File: src/rtl/tcpq_pkg.sv
// Shared types and constants for the two-class priority queue.
// Command and status codes, controller states, and the controller/datapath link.
package tcpq_pkg;

    localparam int CAPACITY_DEF = 16;
    localparam int ID_BITS_DEF  = 16;

    // Request command codes
    typedef enum logic [1:0] {
        CMD_INSERT   = 2'd0,
        CMD_SERVE    = 2'd1,
        CMD_WITHDRAW = 2'd2,
        CMD_QUERY    = 2'd3
    } cmd_t;

    // Result status codes
    typedef enum logic [2:0] {
        ST_OK       = 3'd0,
        ST_DUP      = 3'd1,
        ST_FULL     = 3'd2,
        ST_EMPTY    = 3'd3,
        ST_NOTFOUND = 3'd4
    } status_t;

    // Controller states
    typedef enum logic [1:0] {
        S_IDLE = 2'd0,
        S_SCAN = 2'd1,
        S_ADJ  = 2'd2,
        S_DONE = 2'd3
    } state_t;

    // Controller to datapath commands
    typedef struct packed {
        logic load;        // capture request, clear search results
        logic pass_start;  // rewind the slot walk
        logic pass_run;    // walk slots, one RAM read per cycle
        logic adjust;      // walk rewrites ranks instead of searching
        logic commit_ins;  // write the new entry
        logic commit_rem;  // drop the matched entry
        logic out_load;    // load the result register
        logic busy;        // not taking requests
    } ctl_t;

    // Datapath to controller status
    typedef struct packed {
        cmd_t cmd;
        logic pref;
        logic hit;
        logic full;
        logic pass_done;
    } sts_t;

endpackage

File: src/rtl/tcpq_ram.sv
// Generic simple dual-port RAM: one write port, one read port, registered read.
// No dependencies.
module tcpq_ram #(
    parameter int WIDTH = 8,
    parameter int DEPTH = 16,
    localparam int AW   = $clog2(DEPTH)
) (
    input  logic             clk,
    input  logic             wr_en,
    input  logic [AW-1:0]    wr_addr,
    input  logic [WIDTH-1:0] wr_data,
    input  logic             rd_en,
    input  logic [AW-1:0]    rd_addr,
    output logic [WIDTH-1:0] rd_data
);

    logic [WIDTH-1:0] mem [DEPTH];

    // Write port
    always_ff @(posedge clk)
    begin
        if (wr_en)
        begin
            mem[wr_addr] <= wr_data;
        end
    end

    // Registered read port
    always_ff @(posedge clk)
    begin
        if (rd_en)
        begin
            rd_data <= mem[rd_addr];
        end
    end

endmodule

File: src/rtl/tcpq_ctrl.sv
// Controller state machine for the two-class priority queue.
// Depends on tcpq_pkg; drives the datapath through ctl_t, reads sts_t back.
module tcpq_ctrl import tcpq_pkg::*; (
    input  logic clk,
    input  logic rst_n,
    input  logic req_valid,
    input  logic out_free,
    input  sts_t sts,
    output ctl_t ctl
);

    state_t state_reg;
    state_t state_next;

    // State register
    always_ff @(posedge clk or negedge rst_n)
    begin
        if (!rst_n)
        begin
            state_reg <= S_IDLE;
        end
        else
        begin
            state_reg <= state_next;
        end
    end

    // Next state and commands
    always_comb
    begin
        state_next = state_reg;
        ctl        = '0;
        case (state_reg)
            S_IDLE:
            begin
                if (req_valid)
                begin
                    ctl.load       = 1'b1;
                    ctl.pass_start = 1'b1;
                    state_next     = S_SCAN;
                end
            end
            S_SCAN:
            begin
                ctl.busy = 1'b1;
                if (!sts.pass_done)
                begin
                    ctl.pass_run = 1'b1;
                end
                else
                begin
                    state_next = S_DONE;
                    case (sts.cmd)
                        CMD_INSERT:
                        begin
                            if (!sts.hit && !sts.full)
                            begin
                                if (sts.pref)
                                begin
                                    // normal entries move back one place first
                                    ctl.pass_start = 1'b1;
                                    state_next     = S_ADJ;
                                end
                                else
                                begin
                                    ctl.commit_ins = 1'b1;
                                end
                            end
                        end
                        CMD_SERVE, CMD_WITHDRAW:
                        begin
                            if (sts.hit)
                            begin
                                ctl.pass_start = 1'b1;
                                state_next     = S_ADJ;
                            end
                        end
                        default:
                        begin
                            state_next = S_DONE;
                        end
                    endcase
                end
            end
            S_ADJ:
            begin
                ctl.busy   = 1'b1;
                ctl.adjust = 1'b1;
                if (!sts.pass_done)
                begin
                    ctl.pass_run = 1'b1;
                end
                else
                begin
                    if (sts.cmd == CMD_INSERT)
                    begin
                        ctl.commit_ins = 1'b1;
                    end
                    else
                    begin
                        ctl.commit_rem = 1'b1;
                    end
                    state_next = S_DONE;
                end
            end
            S_DONE:
            begin
                ctl.busy = 1'b1;
                if (out_free)
                begin
                    ctl.out_load = 1'b1;
                    state_next   = S_IDLE;
                end
            end
            default:
            begin
                state_next = S_IDLE;
            end
        endcase
    end

endmodule

File: src/rtl/tcpq_dp.sv
// Datapath for the two-class priority queue: slot RAM, valid bits, count, slot walk.
// Depends on tcpq_pkg and tcpq_ram.
module tcpq_dp import tcpq_pkg::*; #(
    parameter int CAPACITY = CAPACITY_DEF,
    parameter int ID_BITS  = ID_BITS_DEF,
    localparam int IDXW    = $clog2(CAPACITY),
    localparam int CNTW    = $clog2(CAPACITY + 1)
) (
    input  logic               clk,
    input  logic               rst_n,
    input  ctl_t               ctl,
    output sts_t               sts,
    input  logic [1:0]         req_cmd,
    input  logic [ID_BITS-1:0] req_id,
    input  logic               req_pref,
    output logic [2:0]         res_status,
    output logic [ID_BITS-1:0] res_id,
    output logic               res_pref,
    output logic [CNTW-1:0]    res_count
);

    localparam int WW = ID_BITS + IDXW + 1;

    // Request registers
    cmd_t               cmd_reg;
    logic [ID_BITS-1:0] key_reg;
    logic               pref_reg;
    logic               full_reg;

    // Queue state
    logic [CAPACITY-1:0] valid_reg, valid_next;
    logic [CNTW-1:0]     count_reg, count_next;

    // Slot walk
    logic [CNTW-1:0] addr_reg, addr_next;
    logic            rd_vld_reg, rd_vld_next;
    logic [IDXW-1:0] rd_idx_reg, rd_idx_next;
    logic            issue;

    // Search results
    logic               hit_reg, hit_next;
    logic [IDXW-1:0]    cap_idx_reg, cap_idx_next;
    logic [IDXW-1:0]    cap_rank_reg, cap_rank_next;
    logic               cap_pref_reg, cap_pref_next;
    logic [ID_BITS-1:0] cap_id_reg, cap_id_next;
    logic [CNTW-1:0]    npref_reg, npref_next;
    logic               free_fnd_reg, free_fnd_next;
    logic [IDXW-1:0]    free_idx_reg, free_idx_next;

    // RAM ports
    logic               wr_en;
    logic [IDXW-1:0]    wr_addr;
    logic [WW-1:0]      wr_data;
    logic [WW-1:0]      rd_data;
    logic [ID_BITS-1:0] d_id;
    logic [IDXW-1:0]    d_rank;
    logic               d_pref;
    logic               d_valid;
    logic               match;
    logic [IDXW-1:0]    ins_rank;

    // Slot word: {preferred, rank, id}
    tcpq_ram #(
        .WIDTH(WW),
        .DEPTH(CAPACITY)
    ) u_slot_ram (
        .clk    (clk),
        .wr_en  (wr_en),
        .wr_addr(wr_addr),
        .wr_data(wr_data),
        .rd_en  (issue),
        .rd_addr(addr_reg[IDXW-1:0]),
        .rd_data(rd_data)
    );

    assign d_id    = rd_data[ID_BITS-1:0];
    assign d_rank  = rd_data[ID_BITS +: IDXW];
    assign d_pref  = rd_data[WW-1];
    assign d_valid = rd_vld_reg && valid_reg[rd_idx_reg];

    // Serve looks for the head; the others look for the key
    assign match = d_valid && !hit_reg &&
                   ((cmd_reg == CMD_SERVE) ? (d_rank == '0) : (d_id == key_reg));

    assign ins_rank = pref_reg ? npref_reg[IDXW-1:0] : count_reg[IDXW-1:0];

    // Walk address: one read per cycle until every slot is issued
    assign issue = ctl.pass_run && (addr_reg != CNTW'(CAPACITY));

    always_comb
    begin
        addr_next   = addr_reg;
        rd_vld_next = issue;
        rd_idx_next = addr_reg[IDXW-1:0];
        if (ctl.pass_start)
        begin
            addr_next   = '0;
            rd_vld_next = 1'b0;
        end
        else if (issue)
        begin
            addr_next = addr_reg + CNTW'(1);
        end
    end

    // Search pass: capture match, count preferred, note first free slot
    always_comb
    begin
        hit_next      = hit_reg;
        cap_idx_next  = cap_idx_reg;
        cap_rank_next = cap_rank_reg;
        cap_pref_next = cap_pref_reg;
        cap_id_next   = cap_id_reg;
        npref_next    = npref_reg;
        free_fnd_next = free_fnd_reg;
        free_idx_next = free_idx_reg;
        if (ctl.load)
        begin
            hit_next      = 1'b0;
            npref_next    = '0;
            free_fnd_next = 1'b0;
        end
        else if (rd_vld_reg && !ctl.adjust)
        begin
            if (match)
            begin
                hit_next      = 1'b1;
                cap_idx_next  = rd_idx_reg;
                cap_rank_next = d_rank;
                cap_pref_next = d_pref;
                cap_id_next   = d_id;
            end
            if (d_valid && d_pref)
            begin
                npref_next = npref_reg + CNTW'(1);
            end
            if (!valid_reg[rd_idx_reg] && !free_fnd_reg)
            begin
                free_fnd_next = 1'b1;
                free_idx_next = rd_idx_reg;
            end
        end
    end

    // RAM write: new entry, or a rank rewrite during the adjust pass
    always_comb
    begin
        wr_en   = 1'b0;
        wr_addr = rd_idx_reg;
        wr_data = {d_pref, d_rank, d_id};
        if (ctl.commit_ins)
        begin
            wr_en   = 1'b1;
            wr_addr = free_idx_reg;
            wr_data = {pref_reg, ins_rank, key_reg};
        end
        else if (ctl.adjust && d_valid)
        begin
            if (cmd_reg == CMD_INSERT)
            begin
                if (!d_pref)
                begin
                    wr_en   = 1'b1;
                    wr_data = {d_pref, d_rank + IDXW'(1), d_id};
                end
            end
            else if (d_rank > cap_rank_reg)
            begin
                wr_en   = 1'b1;
                wr_data = {d_pref, d_rank - IDXW'(1), d_id};
            end
        end
    end

    // Valid bits and entry count
    always_comb
    begin
        valid_next = valid_reg;
        count_next = count_reg;
        if (ctl.commit_ins)
        begin
            valid_next[free_idx_reg] = 1'b1;
            count_next               = count_reg + CNTW'(1);
        end
        else if (ctl.commit_rem)
        begin
            valid_next[cap_idx_reg] = 1'b0;
            count_next              = count_reg - CNTW'(1);
        end
    end

    // Control registers
    always_ff @(posedge clk or negedge rst_n)
    begin
        if (!rst_n)
        begin
            valid_reg    <= '0;
            count_reg    <= '0;
            addr_reg     <= '0;
            rd_vld_reg   <= 1'b0;
            hit_reg      <= 1'b0;
            free_fnd_reg <= 1'b0;
        end
        else
        begin
            valid_reg    <= valid_next;
            count_reg    <= count_next;
            addr_reg     <= addr_next;
            rd_vld_reg   <= rd_vld_next;
            hit_reg      <= hit_next;
            free_fnd_reg <= free_fnd_next;
        end
    end

    // Payload registers
    always_ff @(posedge clk)
    begin
        rd_idx_reg   <= rd_idx_next;
        cap_idx_reg  <= cap_idx_next;
        cap_rank_reg <= cap_rank_next;
        cap_pref_reg <= cap_pref_next;
        cap_id_reg   <= cap_id_next;
        npref_reg    <= npref_next;
        free_idx_reg <= free_idx_next;
        if (ctl.load)
        begin
            cmd_reg  <= cmd_t'(req_cmd);
            key_reg  <= req_id;
            pref_reg <= req_pref;
            full_reg <= (count_reg == CNTW'(CAPACITY));
        end
    end

    // Status to the controller
    always_comb
    begin
        sts.cmd       = cmd_reg;
        sts.pref      = pref_reg;
        sts.hit       = hit_reg;
        sts.full      = full_reg;
        sts.pass_done = (addr_reg == CNTW'(CAPACITY)) && !rd_vld_reg;
    end

    // Result fields
    always_comb
    begin
        status_t st;
        st       = ST_OK;
        res_id   = '0;
        res_pref = 1'b0;
        case (cmd_reg)
            CMD_INSERT:
            begin
                if (hit_reg)
                begin
                    st = ST_DUP;
                end
                else if (full_reg)
                begin
                    st = ST_FULL;
                end
            end
            CMD_SERVE:
            begin
                if (hit_reg)
                begin
                    res_id   = cap_id_reg;
                    res_pref = cap_pref_reg;
                end
                else
                begin
                    st = ST_EMPTY;
                end
            end
            CMD_WITHDRAW:
            begin
                if (!hit_reg)
                begin
                    st = ST_NOTFOUND;
                end
            end
            CMD_QUERY:
            begin
                if (hit_reg)
                begin
                    res_pref = cap_pref_reg;
                end
                else
                begin
                    st = ST_NOTFOUND;
                end
            end
            default:
            begin
                st = ST_OK;
            end
        endcase
        res_status = st;
    end

    assign res_count = count_reg;

endmodule

File: src/rtl/two_class_priority_queue_cancel.sv
// Top level of the two-class priority queue with cancel.
// Depends on tcpq_pkg, tcpq_ctrl and tcpq_dp; holds the result register.
//
//   channel   signals                                   direction
//   request   req_valid/req_stall, cmd, id, preferred   in
//   result    rsp_valid/rsp_stall, status, result_id,   out
//             result_preferred, count
//
// Each command walks every slot of the slot RAM, one read per cycle.
// Query, failed commands and normal insert walk once;
// serve, withdraw and preferred insert walk twice.
// After reset the queue is empty and a request is taken at once.
// A new request is taken while the last result still waits under rsp_stall;
// its result waits in turn until the result register frees.
module two_class_priority_queue_cancel import tcpq_pkg::*; #(
    parameter int CAPACITY = CAPACITY_DEF,
    parameter int ID_BITS  = ID_BITS_DEF
) (
    input  logic                             clk,
    input  logic                             rst_n,
    input  logic                             req_valid,
    output logic                             req_stall,
    input  logic [1:0]                       cmd,
    input  logic [ID_BITS-1:0]               id,
    input  logic                             preferred,
    output logic                             rsp_valid,
    input  logic                             rsp_stall,
    output logic [2:0]                       status,
    output logic [ID_BITS-1:0]               result_id,
    output logic                             result_preferred,
    output logic [$clog2(CAPACITY+1)-1:0]    count
);

    localparam int CNTW = $clog2(CAPACITY + 1);

    ctl_t ctl;
    sts_t sts;
    logic out_free;

    logic [2:0]         res_status;
    logic [ID_BITS-1:0] res_id;
    logic               res_pref;
    logic [CNTW-1:0]    res_count;

    logic               rsp_valid_reg, rsp_valid_next;
    logic [2:0]         status_reg;
    logic [ID_BITS-1:0] result_id_reg;
    logic               result_pref_reg;
    logic [CNTW-1:0]    count_reg;

    assign out_free = !rsp_valid_reg || !rsp_stall;

    tcpq_ctrl u_ctrl (
        .clk      (clk),
        .rst_n    (rst_n),
        .req_valid(req_valid),
        .out_free (out_free),
        .sts      (sts),
        .ctl      (ctl)
    );

    tcpq_dp #(
        .CAPACITY(CAPACITY),
        .ID_BITS (ID_BITS)
    ) u_dp (
        .clk       (clk),
        .rst_n     (rst_n),
        .ctl       (ctl),
        .sts       (sts),
        .req_cmd   (cmd),
        .req_id    (id),
        .req_pref  (preferred),
        .res_status(res_status),
        .res_id    (res_id),
        .res_pref  (res_pref),
        .res_count (res_count)
    );

    assign req_stall = ctl.busy;

    // Result register valid
    assign rsp_valid_next = ctl.out_load || (rsp_valid_reg && rsp_stall);

    always_ff @(posedge clk or negedge rst_n)
    begin
        if (!rst_n)
        begin
            rsp_valid_reg <= 1'b0;
        end
        else
        begin
            rsp_valid_reg <= rsp_valid_next;
        end
    end

    // Result payload
    always_ff @(posedge clk)
    begin
        if (ctl.out_load)
        begin
            status_reg      <= res_status;
            result_id_reg   <= res_id;
            result_pref_reg <= res_pref;
            count_reg       <= res_count;
        end
    end

    assign rsp_valid        = rsp_valid_reg;
    assign status           = status_reg;
    assign result_id        = result_id_reg;
    assign result_preferred = result_pref_reg;
    assign count            = count_reg;

endmodule

File: config.mk
export PLATFORM = sky130hd
export DESIGN_NAME = two_class_priority_queue_cancel
export DESIGN_NICKNAME = d
export VERILOG_FILES = /design/src/rtl/tcpq_pkg.sv /design/src/rtl/tcpq_ram.sv /design/src/rtl/tcpq_ctrl.sv /design/src/rtl/tcpq_dp.sv /design/src/rtl/two_class_priority_queue_cancel.sv
export SDC_FILE = /design/constraint.sdc
export NUM_CORES = 1
export LEC_CHECK = 0
export BUFFER_PORTS_ARGS = -buffer_cell sky130_fd_sc_hd__buf_2
export CAP_MARGIN = 20
export CORE_MARGIN = 3
export CORE_UTILIZATION = 25
export DETAILED_ROUTE_END_ITERATION = 10
export PLACE_DENSITY = 0.45
export SYNTH_ARGS = -nofsm -noshare
export SYNTH_HDL_FRONTEND = slang
export SYNTH_SLANG_ARGS = --single-unit
File: constraint.sdc
create_clock -name clk -period 3.3 [get_ports clk]
set_input_delay 0.495 -clock clk [delete_from_list [all_inputs] [get_ports clk]]
set_output_delay 0.495 -clock clk [all_outputs]
set_load 0.01 [all_outputs]
==> out/metrics.cfg <==
[synthesis]
yosys_register_bits=471
synth_compound_area_share_pct=3.25
yosysUniqueCellTypes=62
syn_inst=991
synth_nets=1035
yosys_warnings=0
synth-main-ff-cell=edfxtp_1
synth_xor_area_share_pct=1.31
muxShareOfSynthArea_pct=13.3
synthAdderAreaFrac_pct=1.40
synth_top_family_by_area=multiplexers
async_flop_share_pct=6.79
synth-simple-area-share_pct=5.20
netlist_area_sq_um=18800
yosysSeqAreaShare_pct=74.1
synth_edf_count=431
postSynthAreaPerCell_sq_um=18.9

[setup_path]
path_delay_family=simple AND/OR/NAND/NOR gates
r2r_cells=10
r2r_slack_ns=0.15
slowest_stage=or4b_4
reg2reg_from=u_ctrl.state_reg[1]$_DFFE_PN0P_
r2r-end=u_dp.u_slot_ram.mem[12][9]$_DFFE_PP_
crit_chain=inv_1 -> ha_1 -> or4b_4 -> a2111oi_4 -> buf_4 -> nand3_1 -> inv_1 -> a31oi_1 -> nor2_2 -> buf_12
worstSetupPathType=flip-flop to flip-flop
critPathRequiredTime_ns=3.60
crit_path_frequent_cell=inv_1
start_kind=flip-flop
crit_path_end_kind=flip-flop
path_buf_inv=4
critical_path_arrival_ns=3.45
cpPeakStageDelay_ns=0.50
worstPathMaxFanout=14

[detailed_routing]
wl_mm=44.3
dr.pass1.iters=7
via_per_inst=4.45
postRouteAntennaNets=0
detail_route.wl_per_cell_um=20.9
vias=9409
drt_iter0_drc=786
drc=0

[pwr]
p_leak_nw=7.32
finalPower_mw=18.5
power.density_nw_per_um2=828
vdd_drop_max_mv=0.613

[cts]
post-cts-setup-buffers=0
cts_buffers=51
cts.sinks=471
root_buffer=clkbuf_16
holdBufCountCts=1
path_clk_slew_ns=0.06
htree_levels=2
post_cts_resized=0
worstSkewPairLatency_ns=0.60
cts_buffer_depth=3
cts_tree=done

[global_routing]
grt_max_degree=88
grt_pass1_wl_mm=65.7
antenna_found_initial=1
grt.total_usage_pct=11.2
gr-total-overflow=0
grt_pass1_vias=9541

[place]
dp_hpwl_mm=28.9
gp_congestion=0.764
io_buffer_count=49

[worst_hold_path]
hp-start=id[2]
hp-class=input pin to flip-flop
hold_depth=1
hold_end=u_dp.key_reg[2]$_DFFE_PP_

[timing]
holdWs_ns=0.0711
skew_ns=0.0203
worst_pin_slew_ns=0.866
rsz0062_at_grt=false
hold_violations=0
min_period_ns=3.15
finalMaxSlewViolations=0
post-route-period-util_pct=95.6
setup_viol=0
slew_headroom_pct=41.5
max_freq_mhz=317

[layout]
layout_commonest_cell=edfxtp_1
antenna_cells=0
largest_reg_flops=336
fill_cells=7130
layout_common_cells=431 x edfxtp_1, 105 x mux4_2, 75 x nand2_1
syn2layout_area_growth_pct=19.2
regMostFlops=u_dp.u_slot_ram.mem
top_regs=u_dp.u_slot_ram.mem (336), u_dp.u_slot_ram.rd_data (21)
drive_gt1_share_pct=27.9
nets=1162

[die]
start_util_pct=25.5
die_area_sq_um=78400
io_pins=50
dieWidth_um=280
die_h_um=280
row_count=99
coreArea_sq_um=73700

[run]
max_cap_violations=0

[status]
status=completed

-- how the worst max path moves through the flow --
stage / start / to / slack [ns] / cells past startpoint
2_1_floorplan: u_dp.addr_reg[1]$_DFFE_PN0P_ / u_dp.u_slot_ram.mem[0][0]$_DFFE_PP_ / -0.19 / 11
3_3_place_gp: u_ctrl.state_reg[1]$_DFFE_PN0P_ / u_dp.u_slot_ram.mem[3][20]$_DFFE_PP_ / 0.18 / 10
3_5_place_dp: u_ctrl.state_reg[1]$_DFFE_PN0P_ / u_dp.u_slot_ram.mem[3][20]$_DFFE_PP_ / 0.16 / 10
4_1_cts: u_ctrl.state_reg[1]$_DFFE_PN0P_ / u_dp.u_slot_ram.mem[3][17]$_DFFE_PP_ / 0.14 / 10
5_1_grt: u_ctrl.state_reg[1]$_DFFE_PN0P_ / u_dp.u_slot_ram.mem[12][1]$_DFFE_PP_ / 0.009 / 10
6_report: u_ctrl.state_reg[1]$_DFFE_PN0P_ / u_dp.u_slot_ram.mem[12][9]$_DFFE_PP_ / 0.15 / 10
-- layout make-up --
type / instances / area (sq um) / area share (%)
Timing Repair Buffer: 115 / 981 / 4.38
Inverter: 24 / 90.1 / 0.403
Sequential cell: 471 / 13900 / 62.2
Clock buffer: 65 / 1360 / 6.08
Multi-Input combinational cell: 455 / 4640 / 20.7
Clock inverter: 27 / 196 / 0.878
Tap cell: 959 / 1200 / 5.36
-- cells by family after synthesis --
| group | after synthesis |
|---|---|
| flops | 471 |
| simple gates | 198 |
| mux | 118 |
| compound gates | 90 |
| buf+inv | 65 |
| xor+xnor | 28 |
| fa+ha+maj | 21 |
-- cells in the mapped netlist (all sizes together) (5+ instances only) --
cell type | number | share of area [%]
a21oi | 16 | 0.45
and3 | 19 | 0.63
buf | 20 | 0.57
clkbuf | 21 | 0.42
dfrtp | 32 | 4.3
dfxtp | 8 | 0.85
edfxtp | 431 | 69
ha | 21 | 1.4
inv | 23 | 0.46
mux2i | 12 | 0.64
mux4 | 105 | 13
nand2 | 75 | 1.5
nand2b | 5 | 0.17
nand3 | 15 | 0.40
nand4 | 10 | 0.33
nor2 | 44 | 0.88
nor3 | 5 | 0.19
o21ai | 37 | 1.0
xnor2 | 23 | 1.1
xor2 | 5 | 0.23
-- stage by stage --
| step | utilization [%] | instances | worst slack, ns | setup TNS, ns | area, sq um |
|---|---|---|---|---|---|
| final | 30.4 | 2116 | 0.146 | 0 | 22400 |
| after global routing | 30.4 | 2116 | 0.00875 | 0 | 22400 |
| after CTS | 30.4 | 2116 | 0.136 | 0 | 22400 |
| after detailed placement | 28.2 | 2023 | 0.163 | 0 | 20800 |
| after global placement | 28.2 | 2023 | 0.178 | 0 | 20800 |
| after floorplan | - | 991 | -0.185 | -29.65 | 18800 |
-- report_power, final --
group | switching, mW | internal, mW
clock network | 2.34 | 3.00
logic | 2.99 | 1.94
registers | 0.382 | 7.86
total | 5.72 | 12.8
-- routing by layer --
layer / share of wire [%] / GRT usage, % / vias to the layer above / wire length, um
met5: 0 / 0 / - / 0
met4: 1.6 / 2.49 / 0 / 715
met3: 4.3 / 2.21 / 55 / 1890
met2: 45 / 16.7 / 188 / 19800
met1: 49 / 17.0 / 4952 / 21900
li1: - / - / 4214 / -
Power figures use the tool's default switching activity.
